### src/hdl/gpma_pkg.sv
// shared types and constants for the grid path to motion actions block
// no dependencies; used by every module under hdl
package gpma_pkg;

    localparam int CoordBits   = 10;
    localparam int HalfBits    = CoordBits + 1;
    localparam int TimeBits    = 32;
    localparam int NumBits     = 32;
    localparam int RobotBits   = 10;
    localparam int HeadBits    = 2;
    localparam int CfgIdxBits  = 1;
    localparam int FifoDepth   = 4;
    localparam int FifoPtrBits = $clog2(FifoDepth);
    localparam int FifoCntBits = $clog2(FifoDepth + 1);

    // configuration register indexes
    localparam logic [CfgIdxBits-1:0] CfgFlipAxes  = 1'b0;
    localparam logic [CfgIdxBits-1:0] CfgTimedMode = 1'b1;

    // action kinds
    localparam logic KindTurn = 1'b0;
    localparam logic KindMove = 1'b1;

    // raw heading codes
    localparam logic [HeadBits-1:0] HeadXDown = 2'd0;
    localparam logic [HeadBits-1:0] HeadYUp   = 2'd1;
    localparam logic [HeadBits-1:0] HeadXUp   = 2'd2;
    localparam logic [HeadBits-1:0] HeadYDown = 2'd3;

    typedef enum logic {
        CMD_STEP,
        CMD_BAD
    } t_cmd_kind;

    typedef enum logic [1:0] {
        PH_TURN,
        PH_MOVE1,
        PH_MOVE2,
        PH_BAD
    } t_phase;

    typedef struct packed {
        logic flip_axes;
        logic timed_mode;
    } t_cfg;

    // one classified waypoint handed from front to back
    typedef struct packed {
        t_cmd_kind             kind;
        logic                  turn;
        logic [RobotBits-1:0]  robot;
        logic [HeadBits-1:0]   heading;
        logic [CoordBits-1:0]  prev_x;
        logic [CoordBits-1:0]  prev_y;
        logic [CoordBits-1:0]  cell_x;
        logic [CoordBits-1:0]  cell_y;
        logic [TimeBits-1:0]   prev_time;
    } t_cmd;

    typedef struct packed {
        logic [RobotBits-1:0] robot;
        logic                 kind;
        logic [HeadBits-1:0]  heading;
        logic [HalfBits-1:0]  from_x;
        logic [HalfBits-1:0]  from_y;
        logic [HalfBits-1:0]  to_x;
        logic [HalfBits-1:0]  to_y;
        logic [TimeBits-1:0]  start_time;
        logic [NumBits-1:0]   action_number;
        logic                 bad_move;
        logic                 last;
    } t_result;

endpackage

### src/hdl/gpma_front.sv
// front end: configuration registers, tracking state of the current agent, waypoint classification
// depends on gpma_pkg; feeds commands into gpma_cmd_fifo
module gpma_front (
    input  logic                           i_clk,
    input  logic                           i_rst_n,
    input  logic                           i_cfg_valid,
    input  logic [gpma_pkg::CfgIdxBits-1:0] i_cfg_index,
    input  logic                           i_cfg_data,
    input  logic                           i_push,
    input  logic                           i_full,
    input  logic [gpma_pkg::CoordBits-1:0] i_cell_x,
    input  logic [gpma_pkg::CoordBits-1:0] i_cell_y,
    input  logic                           i_starts_agent,
    input  logic [gpma_pkg::RobotBits-1:0] i_agent_id,
    input  logic [gpma_pkg::TimeBits-1:0]  i_stamp,
    output gpma_pkg::t_cfg                 o_cfg,
    output logic                           o_wr_en,
    output gpma_pkg::t_cmd                 o_wr_cmd
);

    gpma_pkg::t_cfg                  r_cfg, n_cfg;
    logic [gpma_pkg::CoordBits-1:0]  r_prev_x, n_prev_x;
    logic [gpma_pkg::CoordBits-1:0]  r_prev_y, n_prev_y;
    logic [gpma_pkg::HeadBits-1:0]   r_heading, n_heading;
    logic [gpma_pkg::TimeBits-1:0]   r_prev_time, n_prev_time;
    logic                            r_failed, n_failed;

    logic                            accept;
    logic [gpma_pkg::CoordBits-1:0]  dx, dy;
    logic [gpma_pkg::CoordBits:0]    manhattan;
    logic [gpma_pkg::TimeBits-1:0]   new_time;
    logic [gpma_pkg::HeadBits-1:0]   raw_need, need;

    assign accept = i_push && !i_full;
    assign o_cfg  = r_cfg;

    // configuration writes
    always_comb begin
        n_cfg = r_cfg;
        if (i_cfg_valid) begin
            unique case (i_cfg_index)
                gpma_pkg::CfgFlipAxes:  n_cfg.flip_axes  = i_cfg_data;
                gpma_pkg::CfgTimedMode: n_cfg.timed_mode = i_cfg_data;
                default:                n_cfg = r_cfg;
            endcase
        end
    end

    // distance and wanted heading
    always_comb begin
        dx        = (i_cell_x > r_prev_x) ? i_cell_x - r_prev_x : r_prev_x - i_cell_x;
        dy        = (i_cell_y > r_prev_y) ? i_cell_y - r_prev_y : r_prev_y - i_cell_y;
        manhattan = {1'b0, dx} + {1'b0, dy};
        new_time  = r_cfg.timed_mode ? i_stamp : r_prev_time + 1'b1;
        if (dx == '0) begin
            raw_need = (i_cell_y > r_prev_y) ? gpma_pkg::HeadYUp : gpma_pkg::HeadYDown;
        end else begin
            raw_need = (i_cell_x > r_prev_x) ? gpma_pkg::HeadXUp : gpma_pkg::HeadXDown;
        end
        need = r_cfg.flip_axes ? raw_need : ~raw_need;
    end

    // classify the word and update tracking state
    always_comb begin
        n_prev_x    = r_prev_x;
        n_prev_y    = r_prev_y;
        n_heading   = r_heading;
        n_prev_time = r_prev_time;
        n_failed    = r_failed;
        o_wr_en     = 1'b0;

        o_wr_cmd.kind      = gpma_pkg::CMD_STEP;
        o_wr_cmd.turn      = (need != r_heading);
        o_wr_cmd.robot     = i_agent_id;
        o_wr_cmd.heading   = need;
        o_wr_cmd.prev_x    = r_prev_x;
        o_wr_cmd.prev_y    = r_prev_y;
        o_wr_cmd.cell_x    = i_cell_x;
        o_wr_cmd.cell_y    = i_cell_y;
        o_wr_cmd.prev_time = r_prev_time;

        if (accept) begin
            priority if (i_starts_agent) begin
                n_prev_x    = i_cell_x;
                n_prev_y    = i_cell_y;
                n_heading   = '0;
                n_prev_time = r_cfg.timed_mode ? i_stamp : '0;
                n_failed    = 1'b0;
            end else if (r_failed) begin
                n_failed = 1'b1;
            end else if (manhattan >= 2) begin
                o_wr_en       = 1'b1;
                o_wr_cmd.kind = gpma_pkg::CMD_BAD;
                n_failed      = 1'b1;
            end else if (manhattan == '0) begin
                n_prev_time = new_time;
            end else begin
                o_wr_en     = 1'b1;
                n_prev_x    = i_cell_x;
                n_prev_y    = i_cell_y;
                n_heading   = need;
                n_prev_time = new_time;
            end
        end
    end

    always_ff @(posedge i_clk) begin
        if (!i_rst_n) begin
            r_cfg       <= '0;
            r_prev_x    <= '0;
            r_prev_y    <= '0;
            r_heading   <= '0;
            r_prev_time <= '0;
            r_failed    <= 1'b0;
        end else begin
            r_cfg       <= n_cfg;
            r_prev_x    <= n_prev_x;
            r_prev_y    <= n_prev_y;
            r_heading   <= n_heading;
            r_prev_time <= n_prev_time;
            r_failed    <= n_failed;
        end
    end

endmodule

### src/hdl/gpma_cmd_fifo.sv
// short command queue between front and back
// depends on gpma_pkg for the command type and depth
module gpma_cmd_fifo (
    input  logic           i_clk,
    input  logic           i_rst_n,
    input  logic           i_wr_en,
    input  gpma_pkg::t_cmd i_wr_cmd,
    output logic           o_full,
    input  logic           i_rd_en,
    output gpma_pkg::t_cmd o_rd_cmd,
    output logic           o_empty
);

    gpma_pkg::t_cmd                   r_mem [gpma_pkg::FifoDepth];
    logic [gpma_pkg::FifoPtrBits-1:0] r_wr_ptr, n_wr_ptr;
    logic [gpma_pkg::FifoPtrBits-1:0] r_rd_ptr, n_rd_ptr;
    logic [gpma_pkg::FifoCntBits-1:0] r_count, n_count;
    logic                             do_wr, do_rd;

    assign o_full   = (r_count == gpma_pkg::FifoCntBits'(gpma_pkg::FifoDepth));
    assign o_empty  = (r_count == '0);
    assign o_rd_cmd = r_mem[r_rd_ptr];
    assign do_wr    = i_wr_en && !o_full;
    assign do_rd    = i_rd_en && !o_empty;

    // pointer and fill level
    always_comb begin
        n_wr_ptr = do_wr ? r_wr_ptr + 1'b1 : r_wr_ptr;
        n_rd_ptr = do_rd ? r_rd_ptr + 1'b1 : r_rd_ptr;
        n_count  = r_count;
        if (do_wr && !do_rd) begin
            n_count = r_count + 1'b1;
        end else if (do_rd && !do_wr) begin
            n_count = r_count - 1'b1;
        end
    end

    always_ff @(posedge i_clk) begin
        if (!i_rst_n) begin
            r_wr_ptr <= '0;
            r_rd_ptr <= '0;
            r_count  <= '0;
        end else begin
            r_wr_ptr <= n_wr_ptr;
            r_rd_ptr <= n_rd_ptr;
            r_count  <= n_count;
        end
    end

    // storage
    always_ff @(posedge i_clk) begin
        if (do_wr) begin
            r_mem[r_wr_ptr] <= i_wr_cmd;
        end
    end

endmodule

### src/hdl/gpma_back.sv
// back end: expands each command into turn and move words or a bad-move word, numbers actions
// depends on gpma_pkg; reads from gpma_cmd_fifo and drives the result register
module gpma_back (
    input  logic              i_clk,
    input  logic              i_rst_n,
    input  gpma_pkg::t_cfg    i_cfg,
    input  logic              i_fifo_empty,
    input  gpma_pkg::t_cmd    i_fifo_cmd,
    output logic              o_fifo_rd,
    input  logic              i_pop,
    output logic              o_empty,
    output gpma_pkg::t_result o_result
);

    gpma_pkg::t_cmd     r_cmd, n_cmd;
    logic               r_cmd_valid, n_cmd_valid;
    gpma_pkg::t_phase   r_phase, n_phase;
    gpma_pkg::t_result  r_out, n_out;
    logic               r_out_valid, n_out_valid;
    logic [gpma_pkg::NumBits-1:0] r_count, n_count;

    logic               pop_ok, out_load, last_phase, cmd_done, load_cmd;
    gpma_pkg::t_result  res;
    logic [gpma_pkg::HalfBits-1:0] ax, ay, bx, by;
    logic [gpma_pkg::HalfBits-1:0] prev2_x, prev2_y, mid_x, mid_y, cell2_x, cell2_y;

    assign pop_ok     = i_pop && r_out_valid;
    assign out_load   = r_cmd_valid && (!r_out_valid || pop_ok);
    assign last_phase = (r_phase == gpma_pkg::PH_MOVE2) || (r_phase == gpma_pkg::PH_BAD);
    assign cmd_done   = out_load && last_phase;
    assign load_cmd   = (!r_cmd_valid || cmd_done) && !i_fifo_empty;
    assign o_fifo_rd  = load_cmd;
    assign o_empty    = !r_out_valid;
    assign o_result   = r_out;

    // sequencer next state
    always_comb begin
        n_cmd       = r_cmd;
        n_cmd_valid = r_cmd_valid;
        n_phase     = r_phase;
        if (load_cmd) begin
            n_cmd       = i_fifo_cmd;
            n_cmd_valid = 1'b1;
            if (i_fifo_cmd.kind == gpma_pkg::CMD_BAD) begin
                n_phase = gpma_pkg::PH_BAD;
            end else if (i_fifo_cmd.turn) begin
                n_phase = gpma_pkg::PH_TURN;
            end else begin
                n_phase = gpma_pkg::PH_MOVE1;
            end
        end else if (cmd_done) begin
            n_cmd_valid = 1'b0;
        end else if (out_load) begin
            unique case (r_phase)
                gpma_pkg::PH_TURN:  n_phase = gpma_pkg::PH_MOVE1;
                gpma_pkg::PH_MOVE1: n_phase = gpma_pkg::PH_MOVE2;
                gpma_pkg::PH_MOVE2: n_phase = r_phase;
                gpma_pkg::PH_BAD:   n_phase = r_phase;
            endcase
        end
    end

    // half-cell coordinates
    always_comb begin
        prev2_x = {r_cmd.prev_x, 1'b0};
        prev2_y = {r_cmd.prev_y, 1'b0};
        cell2_x = {r_cmd.cell_x, 1'b0};
        cell2_y = {r_cmd.cell_y, 1'b0};
        mid_x   = {1'b0, r_cmd.prev_x} + {1'b0, r_cmd.cell_x};
        mid_y   = {1'b0, r_cmd.prev_y} + {1'b0, r_cmd.cell_y};
    end

    // sequencer outputs: the word for the current phase
    always_comb begin
        ax = prev2_x;
        ay = prev2_y;
        bx = prev2_x;
        by = prev2_y;
        res = '0;
        res.robot         = r_cmd.robot;
        res.heading       = r_cmd.heading;
        res.start_time    = r_cmd.prev_time;
        res.action_number = r_count;
        unique case (r_phase)
            gpma_pkg::PH_TURN: begin
                res.kind = gpma_pkg::KindTurn;
            end
            gpma_pkg::PH_MOVE1: begin
                res.kind = gpma_pkg::KindMove;
                bx = mid_x;
                by = mid_y;
            end
            gpma_pkg::PH_MOVE2: begin
                res.kind = gpma_pkg::KindMove;
                res.last = 1'b1;
                ax = mid_x;
                ay = mid_y;
                bx = cell2_x;
                by = cell2_y;
            end
            gpma_pkg::PH_BAD: begin
                res.robot         = '0;
                res.heading       = '0;
                res.start_time    = '0;
                res.action_number = '0;
                res.bad_move      = 1'b1;
                res.last          = 1'b1;
                ax = '0;
                ay = '0;
                bx = '0;
                by = '0;
            end
        endcase
        if (i_cfg.flip_axes) begin
            res.from_x = ay;
            res.from_y = ax;
            res.to_x   = by;
            res.to_y   = bx;
        end else begin
            res.from_x = ax;
            res.from_y = ay;
            res.to_x   = bx;
            res.to_y   = by;
        end
    end

    // result register and action counter
    always_comb begin
        n_out       = r_out;
        n_out_valid = r_out_valid;
        n_count     = r_count;
        if (out_load) begin
            n_out       = res;
            n_out_valid = 1'b1;
            if (r_phase != gpma_pkg::PH_BAD) begin
                n_count = r_count + 1'b1;
            end
        end else if (pop_ok) begin
            n_out_valid = 1'b0;
        end
    end

    always_ff @(posedge i_clk) begin
        if (!i_rst_n) begin
            r_cmd_valid <= 1'b0;
            r_phase     <= gpma_pkg::PH_MOVE1;
            r_out_valid <= 1'b0;
            r_count     <= '0;
        end else begin
            r_cmd_valid <= n_cmd_valid;
            r_phase     <= n_phase;
            r_out_valid <= n_out_valid;
            r_count     <= n_count;
        end
    end

    always_ff @(posedge i_clk) begin
        r_cmd <= n_cmd;
        r_out <= n_out;
    end

endmodule

### src/hdl/grid_path_to_motion_actions.sv
// top level of the grid path to motion actions block
// depends on gpma_pkg, gpma_front, gpma_cmd_fifo and gpma_back
//
// Waypoints enter through push/full and are classified in the cycle they are
// taken; actions leave through empty/pop from a result register. A four-deep
// command queue sits between classification and action generation, so the
// waypoint side keeps taking words while results wait to be popped, until the
// queue is full. The action side produces one result word per cycle while
// results are popped: a step with a heading change gives three words, a
// straight step two, a bad jump one; first points, waits and words of a muted
// agent give none. Sustained throughput is thus set by the single result
// register. Configuration writes are always ready and take effect at the next
// edge.
module grid_path_to_motion_actions (
    input  logic                            i_clk,
    input  logic                            i_rst_n,
    input  logic                            i_cfg_valid,
    output logic                            o_cfg_ready,
    input  logic [gpma_pkg::CfgIdxBits-1:0] i_cfg_index,
    input  logic                            i_cfg_data,
    input  logic                            push,
    output logic                            full,
    input  logic [gpma_pkg::CoordBits-1:0]  i_cell_x,
    input  logic [gpma_pkg::CoordBits-1:0]  i_cell_y,
    input  logic                            i_starts_agent,
    input  logic [gpma_pkg::RobotBits-1:0]  i_agent_id,
    input  logic [gpma_pkg::TimeBits-1:0]   i_stamp,
    output logic                            empty,
    input  logic                            pop,
    output logic [gpma_pkg::RobotBits-1:0]  o_robot,
    output logic                            o_kind,
    output logic [gpma_pkg::HeadBits-1:0]   o_heading,
    output logic [gpma_pkg::HalfBits-1:0]   o_from_x,
    output logic [gpma_pkg::HalfBits-1:0]   o_from_y,
    output logic [gpma_pkg::HalfBits-1:0]   o_to_x,
    output logic [gpma_pkg::HalfBits-1:0]   o_to_y,
    output logic [gpma_pkg::TimeBits-1:0]   o_start_time,
    output logic [gpma_pkg::NumBits-1:0]    o_action_number,
    output logic                            o_bad_move,
    output logic                            o_last
);

    gpma_pkg::t_cfg    cfg;
    gpma_pkg::t_cmd    wr_cmd, rd_cmd;
    gpma_pkg::t_result result;
    logic              wr_en, rd_en, fifo_full, fifo_empty;

    assign o_cfg_ready = 1'b1;
    assign full        = fifo_full;

    // classification front end
    gpma_front u_front (
        .i_clk          (i_clk),
        .i_rst_n        (i_rst_n),
        .i_cfg_valid    (i_cfg_valid),
        .i_cfg_index    (i_cfg_index),
        .i_cfg_data     (i_cfg_data),
        .i_push         (push),
        .i_full         (fifo_full),
        .i_cell_x       (i_cell_x),
        .i_cell_y       (i_cell_y),
        .i_starts_agent (i_starts_agent),
        .i_agent_id     (i_agent_id),
        .i_stamp        (i_stamp),
        .o_cfg          (cfg),
        .o_wr_en        (wr_en),
        .o_wr_cmd       (wr_cmd)
    );

    // command queue
    gpma_cmd_fifo u_fifo (
        .i_clk    (i_clk),
        .i_rst_n  (i_rst_n),
        .i_wr_en  (wr_en),
        .i_wr_cmd (wr_cmd),
        .o_full   (fifo_full),
        .i_rd_en  (rd_en),
        .o_rd_cmd (rd_cmd),
        .o_empty  (fifo_empty)
    );

    // action generation back end
    gpma_back u_back (
        .i_clk        (i_clk),
        .i_rst_n      (i_rst_n),
        .i_cfg        (cfg),
        .i_fifo_empty (fifo_empty),
        .i_fifo_cmd   (rd_cmd),
        .o_fifo_rd    (rd_en),
        .i_pop        (pop),
        .o_empty      (empty),
        .o_result     (result)
    );

    // result fields
    assign o_robot         = result.robot;
    assign o_kind          = result.kind;
    assign o_heading       = result.heading;
    assign o_from_x        = result.from_x;
    assign o_from_y        = result.from_y;
    assign o_to_x          = result.to_x;
    assign o_to_y          = result.to_y;
    assign o_start_time    = result.start_time;
    assign o_action_number = result.action_number;
    assign o_bad_move      = result.bad_move;
    assign o_last          = result.last;

endmodule

### config.mk
export PLATFORM = sky130hd
export DESIGN_NAME = grid_path_to_motion_actions
export DESIGN_NICKNAME = d
export VERILOG_FILES = /design/src/hdl/gpma_pkg.sv /design/src/hdl/gpma_front.sv /design/src/hdl/gpma_cmd_fifo.sv /design/src/hdl/gpma_back.sv /design/src/hdl/grid_path_to_motion_actions.sv
export SDC_FILE = /design/constraint.sdc
export NUM_CORES = 1
export LEC_CHECK = 0
export ABC_AREA = 1
export BUFFER_PORTS_ARGS = -buffer_cell sky130_fd_sc_hd__buf_2
export CORE_AREA = 3 3 239 241
export CTS_CLUSTER_DIAMETER = 100
export CTS_CLUSTER_SIZE = 28
export DETAILED_ROUTE_END_ITERATION = 8
export DIE_AREA = 0 0 242 244
export PLACE_DENSITY = 0.74
export SYNTH_ARGS = -nofsm -noshare
export SYNTH_HDL_FRONTEND = slang
export SYNTH_SLANG_ARGS = --single-unit
### constraint.sdc
create_clock -name i_clk -period 8.9 [get_ports i_clk]
set_input_delay 1.78 -clock i_clk [delete_from_list [all_inputs] [get_ports i_clk]]
set_output_delay 1.78 -clock i_clk [all_outputs]
set_load 0.03 [all_outputs]
==> metrics.yaml, run 1 <==
run_status:
  status: "complete, no violations"
place:
  gp_congestion: 0.931
  place_ws_ns: 1.48
  io_buffers: 194
  placedCellCount: 3621
  hpwl_um: 48700
setup_path:
  start_kind: "input pin"
  crit_family: "simple AND/OR/NAND/NOR gates"
  end_kind: "flop"
  startpoint: "i_cell_y[0]"
  path_common_cell: "nand2_1"
  slowest_stage: "nor2_4"
  worstReg2RegStart: "u_front.r_prev_y[0]$_SDFFE_PN0P_"
  path_class: "input pin to flop"
  cpPeakStageDelay_ns: 0.68
  required_ns: 9.18
  cp_num_buf_inv: 7
  arrival_ns: 7.02
  path_max_fanout: 21
power_and_ir_drop:
  power_leakage_nw: 12.1
  clockPowerShare: 0.145
  comb_power_share: 0.397
  p_int_mw: 5.99
  p_total_mw: 10.1
  power.density_nw_per_um2: 320
  power_frac_seq: 0.457
  switchingPower_mw: 4.13
  p_sw_frac: 0.408
  ir_worst_vdd_v: 0.000210
synthesis:
  synth_cells: 2771
  synth_edf_count: 551
  ys_seq_area_frac: 0.638
  async_flop_share: 0
  synth-seq-cells: 653
  syn_nets: 2928
  ys.warnings.count: 0
  ys.flop_type: "edfxtp_1"
  ys_types: 58
  synth_area_um2: 29100
  syn_area_per_cell_um2: 10.5
floorplanning:
  floorplan.rows: 86
  die_w_um: 242
  die_h_um: 244
  fp.dieArea_um2: 59000
  initial_core_util: 0.529
  ioPinCount: 196
  coreArea_um2: 55100
drt:
  ant_nets: 0
  wl_per_cell_um: 19.2
  routed-via-count: 20803
  detail_route.iter0.violations: 2058
  via_per_inst: 5.67
  dr.pass1.iters: 6
  wirelength_um: 70600
  drc: 0
clock_network:
  htree_levels: 1
  insertion_delay_ns: 0.61
  path_clk_slew_ns: 0.11
  post_cts_buffers: 0
  cts_resized: 0
  ctsHoldBuffers: 0
  cts_sinks: 653
  cts_tree: "built"
  clockBufferDepth: 3
  cts_buffers: 27
  ctsRootBufferMaster: "clkbuf_16"
finish:
  multiInputGateArea_um2: 8980
  layout.nets: 3059
  seq_area_um2: 18600
  fillCellCount: 4618
  area_growth_pct: 8.60
  fin_cells: 3672
  drive_gt1_frac: 0.101
timing:
  fin_crit_ns: 6.74
  worstMarginPinSlew_ns: 1.15
  rsz0062_at_grt: "no"
  period_share: 0.757
  fin_skew_ns: 0.0203
  slew_viol_final: 0
  hold_violations: 0
  setup_ws_ns: 2.16
  setup_viol: 0
  slew_headroom: 0.227
  fmax_mhz: 148
run:
  drv_cap: 0
global_route:
  grt_usage: 0.231
  antenna_found_initial: 1
  grt_max_degree: 109
  grt_remaining_overflow: 0
  first_global_vias: 19671
  grt_first_pass_wirelength_um: 109000
worst_hold_path:
  min_path_type: "flop to flop"
  min_from: "u_fifo.r_rd_ptr[1]$_SDFFE_PN0P_"
area by class of cell:
| type | count | area share |
|---|---|---|
| flip-flops and latches | 653 | 0.588 |
| clock buffers | 48 | 0.0238 |
| inverters | 307 | 0.0365 |
| diodes | 1 | 0.0000791 |
| repair buffers | 221 | 0.0379 |
| clock inverters | 2 | 0.000909 |
| multi-input cells | 1692 | 0.284 |
| well taps | 748 | 0.0296 |
synth_stat cells (all sizes together), types with 3 or more instances:
cell type / number / share of area
a211oi: 6 / 0.0015
a21o: 8 / 0.0021
a21oi: 132 / 0.023
a221o: 4 / 0.0014
a221oi: 6 / 0.0018
a22o: 6 / 0.0018
a22oi: 13 / 0.0033
a311oi: 4 / 0.0012
a31oi: 10 / 0.0021
a32o: 3 / 0.0010
buf: 20 / 0.0034
clkbuf: 99 / 0.013
clkinv: 3 / 0.00039
dfxtp: 102 / 0.070
edfxtp: 551 / 0.57
fa: 8 / 0.0055
ha: 79 / 0.034
inv: 304 / 0.039
mux2i: 3 / 0.0010
nand2: 380 / 0.050
nand3: 101 / 0.019
nand3b: 5 / 0.0013
nand4: 16 / 0.0034
nor2: 376 / 0.049
nor3: 27 / 0.0053
nor3b: 4 / 0.0010
nor4: 5 / 0.0011
o211ai: 3 / 0.00077
o21ai: 340 / 0.058
o21bai: 3 / 0.00077
o221ai: 4 / 0.0012
o22ai: 87 / 0.019
or2: 4 / 0.00086
xnor2: 8 / 0.0024
xor2: 35 / 0.011
cell families (layout without fill, tap and decap cells):
family | count (synthesis) | in the layout | share of synthesized area
adders and majority gates | 87 | 87 | 0.0394
muxes | 3 | 3 | 0.00103
xor gates and xnor gates | 43 | 43 | 0.0132
AOI/OAI and AO/OA | 637 | 637 | 0.121
and+or+nand+nor | 921 | 921 | 0.131
other | 1 | 2 | 0.000129
buffers and inverters | 426 | 578 | 0.0558
DFF | 653 | 653 | 0.638
worst reg2reg max path, delay by kind of cell (launching register included):
| kind | cells | cell delay [ns] |
|---|---|---|
| XOR/XNOR | 2 | 0.32 |
| AO/OA/AOI/OAI | 1 | 0.31 |
| adder cells (fa/ha/maj) | 3 | 0.97 |
| AND/OR/NAND/NOR | 17 | 2.64 |
| flip-flops | 1 | 0.51 |
| buffers and inverters | 5 | 0.85 |
power groups by stage:
stage,clock [mW],combinational [mW],sequential [mW]
finish,1.47,4.02,4.63
floorplan,0,2.44,5.01
detailed placement,0,3.99,4.70
global placement,0,3.91,4.67
global route,1.60,4.46,4.69
CTS,1.49,4.00,4.63
stage by stage:
| step | utilization | hold WS (ns) | setup TNS (ns) | area (um2) |
|---|---|---|---|---|
| after floorplan | - | 0.436 | -5.56 | 29100 |
| after global placement | 0.560 | 0.438 | 0 | 30900 |
| after detailed placement | 0.560 | 0.468 | 0 | 30900 |
| after CTS | 0.574 | 0.474 | 0 | 31600 |
| after global routing | 0.574 | 0.515 | 0 | 31600 |
| final | 0.574 | 0.479 | 0 | 31700 |
state kept, by name, indices dropped and copies added, names as in the netlist, 3 cells and up, named ones only:
| name | cells |
|---|---|
| u_back.cell2_x | 10 |
| u_back.cell2_y | 10 |
| u_back.o_result | 123 |
| u_back.prev2_x | 10 |
| u_back.prev2_y | 10 |
| u_back.r_cmd | 44 |
| u_back.r_count | 32 |
| u_fifo.r_count | 3 |
| u_fifo.r_mem | 344 |
| u_front.r_prev_time | 32 |
| u_front.r_prev_x | 10 |
| u_front.r_prev_y | 10 |
layout by cell type, fill, tap and decap left out, types with 5 or more instances in the layout:
master / instances
clkbuf_1: 21
nor4_1: 5
nand3b_1: 5
nand4_1: 16
nand2_2: 8
a21o_1: 8
o21ai_0: 333
xnor2_1: 8
ha_1: 78
nand2_1: 372
nor3_1: 23
o21ai_1: 7
clkbuf_16: 27
a221oi_1: 6
a22o_1: 6
a31oi_1: 10
nor2_4: 8
fa_1: 8
a21oi_1: 130
buf_4: 25
inv_1: 300
nor2_1: 365
a22oi_1: 13
dfxtp_1: 99
o22ai_1: 87
a211oi_1: 6
edfxtp_1: 551
nand3_1: 95
xor2_1: 34
buf_2: 194
nand3_2: 5
per-layer routing:
layer / vias up / routed length, um / global-route usage
li1: 9837 / - / -
met1: 10063 / 30500 / 0.331
met2: 818 / 33800 / 0.387
met3: 83 / 5030 / 0.0228
met4: 2 / 1280 / 0.0506
met5: - / 13 / 0
path summary, 6_finish.rpt:
check | endpoint | slack, ns | cells after the start
hold reg to reg | flop | 0.48 | 2
hold / removal | flop | 0.48 | 2
setup reg to reg | u_fifo.r_mem[2][48]$_DFFE_PP_ | 2.96 | 28
setup / recovery | u_fifo.r_mem[2][48]$_DFFE_PP_ | 2.16 | 30
Note: power is estimated with default switching activity, not from simulation.
==> run 2: changes to the inputs <==
Clock period 8.9 ns to 5.89 ns, I/O delays scaled along.
==> metrics.yaml, run 2 (synthesized netlist as in run 1, its figures left out) <==
run_status:
  status: "complete, no violations"
place:
  hpwl_um: 48700
  io_buffers: 194
  gp_congestion: 0.920
  place_ws_ns: -0.0216
setup_path:
  path_class: "input pin to flop"
  required_ns: 6.43
  cpPeakStageDelay_ns: 0.38
  arrival_ns: 5.82
  slowest_stage: "fa_1"
  path_max_fanout: 7
  path_common_cell: "nand2_1"
  crit_family: "simple AND/OR/NAND/NOR gates"
  start_kind: "input pin"
  end_kind: "flop"
  cp_num_buf_inv: 8
timing:
  slew_headroom: 0.227
  rsz0062_at_grt: "no"
  setup_ws_ns: 0.606
  fin_skew_ns: 0.0352
  worstMarginPinSlew_ns: 1.16
  fmax_mhz: 189
  period_share: 0.897
  slew_viol_final: 0
  fin_crit_ns: 5.28
  hold_violations: 0
  holdWs_ns: 0.483
  setup_viol: 0
power_and_ir_drop:
  power.density_nw_per_um2: 476
  ir_worst_vdd_v: 0.000402
  p_total_mw: 15.3
  power_leakage_nw: 12.3
clock_network:
  cts_buffers: 27
  cts_tree: "built"
  insertion_delay_ns: 0.60
  post_cts_buffers: 0
  cts_resized: 0
  ctsRootBufferMaster: "clkbuf_16"
  clockBufferDepth: 3
  cts_sinks: 653
  htree_levels: 1
  path_clk_slew_ns: 0.11
  ctsHoldBuffers: 0
finish:
  layout.nets: 3086
  final_util: 0.583
  top_register: "u_fifo.r_mem"
  area_growth_pct: 10.2
  drive_gt1_frac: 0.109
  final_common_cell: "edfxtp_1"
  largest_reg_flops: 344
  layout_common_cells: "551 x edfxtp_1, 371 x nand2_1, 365 x nor2_1"
drt:
  highest_layer: "met4"
  drt-met1-wl_um: 30000
  drc: 0
  ant_nets: 0
  detail_route.iter0.violations: 1827
  wirelength_um: 69500
  via_per_inst: 5.59
  route.met2.wl_um: 33300
  routed-via-count: 20664
  wl_per_cell_um: 18.8
  dr.pass1.iters: 5
  met3WireLength_um: 4500
floorplanning:
  coreArea_um2: 55100
  die_w_um: 242
  floorplan.rows: 86
  initial_core_util: 0.529
  die_h_um: 244
  fp.dieArea_um2: 59000
  ioPinCount: 196
global_route:
  grt_usage: 0.229
  grt_max_degree: 113
  antenna_found_initial: 2
  grt_remaining_overflow: 0
  grt_first_pass_wirelength_um: 109000
  first_global_vias: 19528
worst_hold_path:
  min_path_type: "flop to flop"
run:
  drv_cap: 0
[run 2: changes by cell type in the layout (fill, tap and decap cells not counted)]
| cell | change |
|---|---|
| nand2_1 | -1 |
| o21ai_0 | -1 |
| buf_4 | +5 |
| diode_2 | +1 |
| clkinv_2 | +1 |
| o21ai_1 | +1 |
| nand2_4 | +1 |
| buf_12 | +22 |
| clkbuf_1 | -1 |
| inv_6 | -1 |
| inv_2 | -1 |
[run 2: metrics by stage]
step,TNS (ns),instance area (um2),cells
final,0,32100,3698
after global routing,0,32100,3696
after CTS,0,32100,3696
after detailed placement,-0.0216,31400,3648
after global placement,0,31400,3648
after floorplan,0,29200,2771
[run 2: final timing paths]
kind | from | endpoint | slack, ns | cells past startpoint
worst max register to register | u_front.r_prev_y[0]$_SDFFE_PN0P_ | u_fifo.r_count[2]$_SDFFE_PN0P_ | 0.81 | 36
worst min-delay path | u_fifo.r_rd_ptr[1]$_SDFFE_PN0P_ | flop | 0.48 | 2
worst min register to register | u_fifo.r_rd_ptr[1]$_SDFFE_PN0P_ | flop | 0.48 | 2
worst max-delay path | i_cell_y[0] | u_fifo.r_count[2]$_SDFFE_PN0P_ | 0.61 | 38
[run 2: cell type report]
class                   instances  area (um2)
clock inverters                 1        20.0
clock buffers                  47         751
diodes                          2        5.00
fillers                      4605       23000
inverters                     307        1160
flip-flops and latches        653       18600
well taps                     748         936
repair buffers                248        1680
multi-input cells            1692        8990
[run 2: power by group]
group	leakage, nW	internal, mW	switching (mW)	total, mW
clock	0.366	0.885	1.31	2.20
combinational	5.91	1.82	4.37	6.19
sequential	5.99	6.39	0.526	6.91
[run 2: worst min-delay path, delay by kind of cell (launching register included)]
| kind | cells | cell delay (ns) |
|---|---|---|
| compound gates | 1 | 0.08 |
| buf+inv | 1 | 0.05 |
| flops | 1 | 0.31 |
[run 2: metal layers]
metal | up-vias | GRT usage
met5 | - | 0
li1 | 9890 | -
met4 | 0 | 0.0587
met1 | 9999 | 0.323
met2 | 684 | 0.385
met3 | 91 | 0.0227
